## config.mk

```make
export PLATFORM = sky130hd
export DESIGN_NAME = discrete_input_scan_selftest
export DESIGN_NICKNAME = d
export VERILOG_FILES = /design/src/rtl/discan_pkg.sv /design/src/rtl/discan_step.sv /design/src/rtl/discrete_input_scan_selftest.sv
export SDC_FILE = /design/constraint.sdc
export NUM_CORES = 1
export LEC_CHECK = 0
export BUFFER_PORTS_ARGS = -buffer_cell sky130_fd_sc_hd__buf_4
export CAP_MARGIN = 40
export CORE_ASPECT_RATIO = 1.1
export CORE_MARGIN = 4
export CORE_UTILIZATION = 37
export CTS_BUF_LIST = sky130_fd_sc_hd__clkbuf_16
export DETAILED_ROUTE_END_ITERATION = 16
export MAX_ROUTING_LAYER = met4
export PLACE_DENSITY = 0.52
export SYNTH_ARGS = -nofsm -noshare
export SYNTH_HDL_FRONTEND = slang
export SYNTH_SLANG_ARGS = --single-unit
```

## constraint.sdc

```tcl
create_clock -name i_clk -period 10.4 [get_ports i_clk]
set_clock_uncertainty 0.1 [all_clocks]
set_input_delay 1.04 -clock i_clk [delete_from_list [all_inputs] [get_ports i_clk]]
set_output_delay 1.04 -clock i_clk [all_outputs]
set_load 0.05 [all_outputs]
```

## src/rtl/discan_pkg.sv

```systemverilog
package discan_pkg;

    // Timer width of the settle and interval counters (8 to 32)
    localparam int TIMER_W = 16;
    localparam int CFG_W   = 16;
    localparam int CMP_W   = (TIMER_W > CFG_W) ? TIMER_W : CFG_W;
    localparam int STEP_W  = 4;
    localparam int CH_W    = 16;
    localparam int CFG_IDX_W = 1;

    // Configuration register indexes
    localparam logic [CFG_IDX_W-1:0] CFG_SETTLE_TICKS    = 1'b0;
    localparam logic [CFG_IDX_W-1:0] CFG_RETEST_INTERVAL = 1'b1;

    localparam logic [CFG_W-1:0] SETTLE_TICKS_RST    = 16'd5;
    localparam logic [CFG_W-1:0] RETEST_INTERVAL_RST = 16'd60000;

    // Sequence steps
    localparam logic [STEP_W-1:0] STEP_FIRST     = 4'd1;
    localparam logic [STEP_W-1:0] STEP_SCAN_LAST = 4'd4;
    localparam logic [STEP_W-1:0] STEP_TEST_LAST = 4'd12;
    localparam logic [STEP_W-1:0] STEP_WAIT      = 4'd13;

    // Test stimulus codes
    localparam logic [1:0] STIM_NONE   = 2'd0;
    localparam logic [1:0] STIM_OPEN   = 2'd1;
    localparam logic [1:0] STIM_TENK   = 2'd2;
    localparam logic [1:0] STIM_CLOSED = 2'd3;

    // Channel codes
    localparam logic [1:0] CODE_CLOSED   = 2'd2;
    localparam logic [1:0] EXP_OPEN      = 2'd1;
    localparam logic [1:0] EXP_TENK      = 2'd3;
    localparam logic [1:0] EXP_CLOSED    = 2'd2;

    typedef struct packed {
        logic [7:0] port_byte;
        logic       power_on;
    } t_in_item;

    typedef struct packed {
        logic [1:0]      strobe_group;
        logic [1:0]      test_stimulus;
        logic            sensor_power;
        logic [CH_W-1:0] channel_state;
        logic [CH_W-1:0] channel_valid;
        logic [CH_W-1:0] channel_fail;
        logic            sampled;
    } t_out_item;

    typedef struct packed {
        logic [CFG_W-1:0] settle_ticks;
        logic [CFG_W-1:0] retest_interval;
    } t_cfg;

    function automatic logic [TIMER_W-1:0] sat_inc(input logic [TIMER_W-1:0] v);
        return (v == {TIMER_W{1'b1}}) ? v : v + 1'b1;
    endfunction

endpackage

```

## src/rtl/discan_step.sv

```systemverilog
module discan_step (
    input  logic                 i_clk,
    input  logic                 i_rst_n,
    input  logic                 i_adv,
    input  discan_pkg::t_in_item i_item,
    input  discan_pkg::t_cfg     i_cfg,
    output discan_pkg::t_out_item o_result
);
    import discan_pkg::*;

    logic [STEP_W-1:0]  r_step,      n_step;
    logic               r_power_prev, n_power_prev;
    logic [TIMER_W-1:0] r_settle,    n_settle;
    logic [TIMER_W-1:0] r_interval,  n_interval;
    logic [CH_W-1:0]    r_work_state, n_work_state;
    logic [CH_W-1:0]    r_work_valid, n_work_valid;
    logic [CH_W-1:0]    r_work_fail,  n_work_fail;
    logic [CH_W-1:0]    r_pub_state,  n_pub_state;
    logic [CH_W-1:0]    r_pub_valid,  n_pub_valid;
    logic [CH_W-1:0]    r_pub_fail,   n_pub_fail;

    logic [7:0]        rev;
    logic [STEP_W-1:0] s1;
    logic [1:0]        phase;
    logic [1:0]        expect_code;
    logic [1:0]        grp;
    logic [1:0]        stim;
    logic              smp;
    logic              clr_settle;
    logic              clr_interval;
    logic              settle_hit;
    logic              interval_hit;
    logic [3:0]        m_valid;
    logic [3:0]        m_state;
    logic [3:0]        m_fail;
    logic [1:0]        code;

    always_comb begin
        for (int i = 0; i < 8; i++) begin
            rev[7-i] = i_item.port_byte[i];
        end
    end

    always_comb begin
        n_step       = r_step;
        n_power_prev = r_power_prev;
        n_settle     = r_settle;
        n_interval   = r_interval;
        n_work_state = r_work_state;
        n_work_valid = r_work_valid;
        n_work_fail  = r_work_fail;
        n_pub_state  = r_pub_state;
        n_pub_valid  = r_pub_valid;
        n_pub_fail   = r_pub_fail;
        clr_settle   = 1'b0;
        clr_interval = 1'b0;
        grp          = 2'd0;
        stim         = STIM_NONE;
        smp          = 1'b0;

        // mode change restarts the sequence, both timers and the working words (published words are kept)
        if (i_item.power_on != r_power_prev) begin
            n_power_prev = i_item.power_on;
            n_step       = STEP_FIRST;
            n_settle     = '0;
            n_interval   = '0;
            clr_settle   = 1'b1;
            clr_interval = 1'b1;
            n_work_state = '0;
            n_work_valid = '0;
            n_work_fail  = '0;
        end

        s1    = n_step - 1'b1;
        phase = s1[3:2];
        case (phase)
            2'd0:    expect_code = EXP_OPEN;
            2'd1:    expect_code = EXP_TENK;
            default: expect_code = EXP_CLOSED;
        endcase

        settle_hit   = CMP_W'(n_settle) > CMP_W'(i_cfg.settle_ticks);
        interval_hit = CMP_W'(n_interval) > CMP_W'(i_cfg.retest_interval);

        for (int k = 0; k < 4; k++) begin
            code       = rev[2*k +: 2];
            m_valid[k] = ~code[1];
            m_state[k] = (code == CODE_CLOSED);
            m_fail[k]  = (code != expect_code);
        end

        if (n_power_prev) begin
            if (n_step >= STEP_FIRST && n_step <= STEP_SCAN_LAST) begin
                grp = s1[1:0];
                if (settle_hit) begin
                    smp = 1'b1;
                    if (n_step == STEP_FIRST) begin
                        n_work_state = '0;
                        n_work_valid = '0;
                    end
                    n_work_valid = n_work_valid | (CH_W'(m_valid) << {grp, 2'b00});
                    n_work_state = n_work_state | (CH_W'(m_state) << {grp, 2'b00});
                    n_settle     = '0;
                    clr_settle   = 1'b1;
                    if (n_step == STEP_SCAN_LAST) begin
                        n_pub_state = n_work_state;
                        n_pub_valid = n_work_valid;
                        n_step      = STEP_FIRST;
                    end else begin
                        n_step = n_step + 1'b1;
                    end
                end
            end else begin
                n_step = STEP_FIRST;
            end
        end else begin
            if (n_step >= STEP_FIRST && n_step <= STEP_TEST_LAST) begin
                grp  = s1[1:0];
                stim = phase + 2'd1;
                if (settle_hit) begin
                    smp = 1'b1;
                    if (n_step == STEP_FIRST) begin
                        n_work_fail = '0;
                    end
                    n_work_fail = n_work_fail | (CH_W'(m_fail) << {grp, 2'b00});
                    n_settle    = '0;
                    clr_settle  = 1'b1;
                    if (n_step == STEP_TEST_LAST) begin
                        n_pub_fail = n_work_fail;
                        n_step     = STEP_WAIT;
                    end else begin
                        n_step = n_step + 1'b1;
                    end
                end
            end else if (n_step == STEP_WAIT) begin
                if (interval_hit) begin
                    n_interval   = '0;
                    clr_interval = 1'b1;
                    n_step       = STEP_FIRST;
                end
            end else begin
                n_step = STEP_FIRST;
            end
        end

        if (!clr_settle) begin
            n_settle = sat_inc(n_settle);
        end
        if (!clr_interval) begin
            n_interval = sat_inc(n_interval);
        end
    end

    always_comb begin
        o_result.strobe_group  = grp;
        o_result.test_stimulus = stim;
        o_result.sensor_power  = n_power_prev;
        o_result.channel_state = n_pub_state;
        o_result.channel_valid = n_pub_valid;
        o_result.channel_fail  = n_pub_fail;
        o_result.sampled       = smp;
    end

    always_ff @(posedge i_clk) begin
        if (!i_rst_n) begin
            r_step       <= STEP_FIRST;
            r_power_prev <= 1'b1;
            r_settle     <= '0;
            r_interval   <= '0;
            r_work_state <= '0;
            r_work_valid <= '0;
            r_work_fail  <= '0;
            r_pub_state  <= '0;
            r_pub_valid  <= '0;
            r_pub_fail   <= '0;
        end else if (i_adv) begin
            r_step       <= n_step;
            r_power_prev <= n_power_prev;
            r_settle     <= n_settle;
            r_interval   <= n_interval;
            r_work_state <= n_work_state;
            r_work_valid <= n_work_valid;
            r_work_fail  <= n_work_fail;
            r_pub_state  <= n_pub_state;
            r_pub_valid  <= n_pub_valid;
            r_pub_fail   <= n_pub_fail;
        end
    end

endmodule

```

## src/rtl/discrete_input_scan_selftest.sv

```systemverilog
// Discrete input scanner with power-off self-test. Each input transaction is one
// timer tick carrying the port byte and the sensor-power request; it yields exactly
// one result transaction with the strobe/stimulus selection, the power mode, the
// published state/valid/fail words and a sampled flag. A transaction sits in an
// input register, the step logic computes its result combinationally, and the
// result lands in an output register. One transaction per cycle is sustained
// while the output is not stalled. A stalled result holds the input register, so
// the input stalls only while both registers are full and the output is stalled.
// Configuration (settle_ticks at index 0, retest_interval at index 1) is always
// ready and should be written only while no transaction is in flight.
module discrete_input_scan_selftest (
    input  logic                          i_clk,
    input  logic                          i_rst_n,
    input  logic                          i_in_valid,
    output logic                          o_in_stall,
    input  discan_pkg::t_in_item          i_in_data,
    output logic                          o_out_valid,
    input  logic                          i_out_stall,
    output discan_pkg::t_out_item         o_out_data,
    input  logic                          i_cfg_valid,
    output logic                          o_cfg_ready,
    input  logic [discan_pkg::CFG_IDX_W-1:0] i_cfg_index,
    input  logic [discan_pkg::CFG_W-1:0]  i_cfg_data
);
    import discan_pkg::*;

    logic      r_in_valid;
    t_in_item  r_in;
    logic      r_out_valid;
    t_out_item r_out;
    t_cfg      r_cfg;
    t_out_item step_result;
    logic      adv;
    logic      in_take;

    assign adv         = r_in_valid && (!r_out_valid || !i_out_stall);
    assign o_in_stall  = r_in_valid && !adv;
    assign in_take     = i_in_valid && !o_in_stall;
    assign o_cfg_ready = 1'b1;
    assign o_out_valid = r_out_valid;
    assign o_out_data  = r_out;

    discan_step u_step (
        .i_clk    (i_clk),
        .i_rst_n  (i_rst_n),
        .i_adv    (adv),
        .i_item   (r_in),
        .i_cfg    (r_cfg),
        .o_result (step_result)
    );

    always_ff @(posedge i_clk) begin
        if (!i_rst_n) begin
            r_in_valid  <= 1'b0;
            r_out_valid <= 1'b0;
        end else begin
            if (in_take) begin
                r_in_valid <= 1'b1;
            end else if (adv) begin
                r_in_valid <= 1'b0;
            end
            if (adv) begin
                r_out_valid <= 1'b1;
            end else if (!i_out_stall) begin
                r_out_valid <= 1'b0;
            end
        end
        if (in_take) begin
            r_in <= i_in_data;
        end
        if (adv) begin
            r_out <= step_result;
        end
    end

    always_ff @(posedge i_clk) begin
        if (!i_rst_n) begin
            r_cfg.settle_ticks    <= SETTLE_TICKS_RST;
            r_cfg.retest_interval <= RETEST_INTERVAL_RST;
        end else if (i_cfg_valid && o_cfg_ready) begin
            case (i_cfg_index)
                CFG_SETTLE_TICKS:    r_cfg.settle_ticks    <= i_cfg_data;
                CFG_RETEST_INTERVAL: r_cfg.retest_interval <= i_cfg_data;
                default: ;
            endcase
        end
    end

endmodule

```

==> impl_metrics.csv <==
group,metric,value,unit
synth,syn_nets,1253,
die,dieArea,32100,µm²
clocking,cts_tree,"done",
synth,synth-adder-area-share,0.0460,
placement,finalWeightedCongestion,0.844,
sta,finalHoldViolations,0,
die,fp-row-count,65,
sta,final.setup.tns,0,ns
setup_path,end_kind,"flop",
routing,drt-total-wl,27.8,mm
clocking,insertion_delay,0.53,ns
grt,grt_pass1_vias,8406,
sta,rsz0062_at_grt,"false",
die,num_io_pins,88,
finish,fin_nets,1310,
worst_hold_path,hold_path_class,"flop to flop",
clocking,post-cts-setup-buffers,0,
sta,finalCritPeriodShare,0.476,
routing,dr_total_vias,8773,
sta,layout_setup_ws,5.45,ns
synth,synth_area_per_cell,9.16,µm²
routing,drt_iter0_drc,560,
synth,synth-edff-count,63,
clocking,cts.sinks,230,
sta,tightest_slew,0.786,ns
finish,drive_gt1_frac,0.124,
placement,placed_area,11800,µm²
die,core,28800,µm²
sta,max_slew_margin,0.471,
finish,area_growth,16.6,%
sta,min_period,4.95,ns
grt,gr-total-overflow,0,
synth,synth_cells,1183,
placement,place_ws,5.54,ns
synth,yosys.area_share.simple,0.194,
clocking,cts_max_level,1,
routing,wl_per_cell,17.1,µm
synth,synth_xor_area_frac,0.0113,
clocking,cts_buffers,26,
power_and_ir_drop,p_leak,5.18,nW
placement,hpwl,19.1,mm
sta,final_max_slew_viol_count,0,
clocking,cts_resized,0,
sta,max_freq,202,MHz
placement,dpl.cell_count,1580,
setup_path,crit_type,"flop to flop",
power_and_ir_drop,ir_worst_vdd,0.102,mV
die,initial_utilization,0.376,
setup_path,critPathArrivalTime,5.26,ns
finish,final_cells,1628,
finish,antenna_cells,0,
synth,yosys_register_bits,230,
sta,timing.hold.ws,0.353,ns
power_and_ir_drop,total_power,2.01,mW
sta,setup_violations,0,
synth,syn_area,10800,µm²
grt,grt_pass1_wl,45.0,mm
setup_path,critPathRequiredTime,10.71,ns
synth,ys_types,69,
clocking,clockRootBuffer,"clkbuf_16",
routing,drc,0,
finish,final_area,12600,µm²
routing,drtPass1Iterations,8,
routing,via_per_inst,5.39,
setup_path,critPathMaxFanout,11,
grt,grt_max_degree,65,
power_and_ir_drop,pwr_density_cell,159,nW/µm²
synth,yosys_warnings,0,
finish,fin_util,0.439,
synth,synthArstFlopShare,0,
synth,ys_seq_area_frac,0.483,
die,die_x,171,µm
placement,io_buffers,86,
clocking,hold_buffers,0,
routing,antenna_left,0,
run_status,outcome,"complete, no violations",
clocking,path_clk_slew,0.06,ns
clocking,clk_path_buf_depth,3,
setup_path,startpoint_type,"flop",
synth,synth_top_family_by_area,"compound AO/OA/AOI/OAI gates",
synth,synthFlopType,"dfxtp_1",
die,die_h,187,µm
synth,muxShareOfSynthArea,0.00104,
synth,synth-compound-area-share,0.220,
grt,track_usage,0.175,
grt,antenna_found_initial,0,
job,cap_violations,0,
per-layer routing:
layer,share of wire,routed length [µm],vias up,track usage
li1,-,-,4395,-
met3,0.036,1010,42,0.0233
met1,0.46,12900,4171,0.230
met5,0,0,-,-
met4,0.019,541,0,0.0411
met2,0.48,13300,165,0.287
layout make-up:
type / count / area [µm²]
fillers: 2895 / 16200
flip-flops and latches: 230 / 5240
multi-input cells: 836 / 5140
repair buffers: 103 / 801
clock buffers: 27 / 676
well taps: 368 / 460
inverters: 43 / 161
clock inverters: 21 / 160
registers in the layout (all words and copies together) (netlist names):
signal and flops:
u_step.r_pub_state 16, u_step.r_work_state 16, r_in_valid 1, u_step.r_step 4, u_step.r_work_fail 16, u_step.r_pub_fail 16
u_step.r_work_valid 16, o_out_valid 1, o_out_data 54, u_step.r_interval 16, u_step.r_pub_valid 16, r_cfg 32
u_step.r_power_prev 1, r_in 9, u_step.r_settle 16
critical path: stages, from the launching register on:
cell and delay, ns:
edfxtp_1 0.41, ha_1 0.50, inv_2 0.19, nor2_1 0.38, clkinv_1 0.38, ha_1 0.40, nor2b_1 0.12, o21ai_0 0.21
and2_1 0.31, a21oi_1 0.23, and2_1 0.16, ha_1 0.20, nand3_1 0.23, a2111oi_2 0.61, nor2_1 0.10, mux2_2 0.29
power by group:
| group | switching (mW) | internal (mW) |
|---|---|---|
| sequential | 0.0119 | 0.938 |
| combinational | 0.117 | 0.0462 |
| clock | 0.357 | 0.538 |
kinds of logic after synthesis:
group / count (synthesis)
AO/OA/AOI/OAI: 332
XOR/XNOR: 14
adder cells (fa/ha/maj): 40
buffers and inverters: 117
flip-flops: 230
multiplexers: 1
other: 1
AND/OR/NAND/NOR: 448
worst paths after layout:
| kind | from | to | slack [ns] | cells past startpoint |
|---|---|---|---|---|
| worst max-delay path | r_in[0]$_DFFE_PP_ | u_step.r_settle[2]$_SDFFE_PN0P_ | 5.45 | 15 |
| worst min-delay path | u_step.r_work_state[7]$_SDFFE_PN0P_ | u_step.r_work_state[7]$_SDFFE_PN0P_ | 0.35 | 2 |
| worst max register to register | r_in[0]$_DFFE_PP_ | u_step.r_settle[2]$_SDFFE_PN0P_ | 5.45 | 15 |
| worst min register to register | u_step.r_work_state[7]$_SDFFE_PN0P_ | u_step.r_work_state[7]$_SDFFE_PN0P_ | 0.35 | 2 |
cell usage in the layout, fill, tap and decap left out, types with 35 or more instances in the layout:
cell type	n
o211a_1	36
nand3_1	38
o21ai_0	57
nor2_1	99
ha_1	39
buf_4	101
nand2_1	177
edfxtp_1	63
and2_1	35
dfxtp_1	167
a21oi_1	76
inv_1	50
synthesized netlist by cell type (all sizes together), types with 9 or more instances:
cell type | number | area [µm²]
o211ai | 15 | 113
o21ai | 57 | 285
nand2 | 177 | 664
xnor2 | 10 | 87.6
a32o | 16 | 160
and2 | 35 | 219
buf | 19 | 109
dfxtp | 167 | 3340
o31ai | 20 | 155
nor3 | 13 | 70.1
edfxtp | 63 | 1890
ha | 39 | 488
a22oi | 16 | 120
a221oi | 16 | 140
inv | 41 | 154
a21oi | 77 | 385
nor2 | 99 | 372
o211a | 36 | 360
a21boi | 29 | 221
nor2b | 26 | 178
nand4 | 9 | 56.3
and3 | 18 | 113
clkbuf | 55 | 209
nand3 | 38 | 190
No activity file was read; power rests on OpenSTA's default activity.
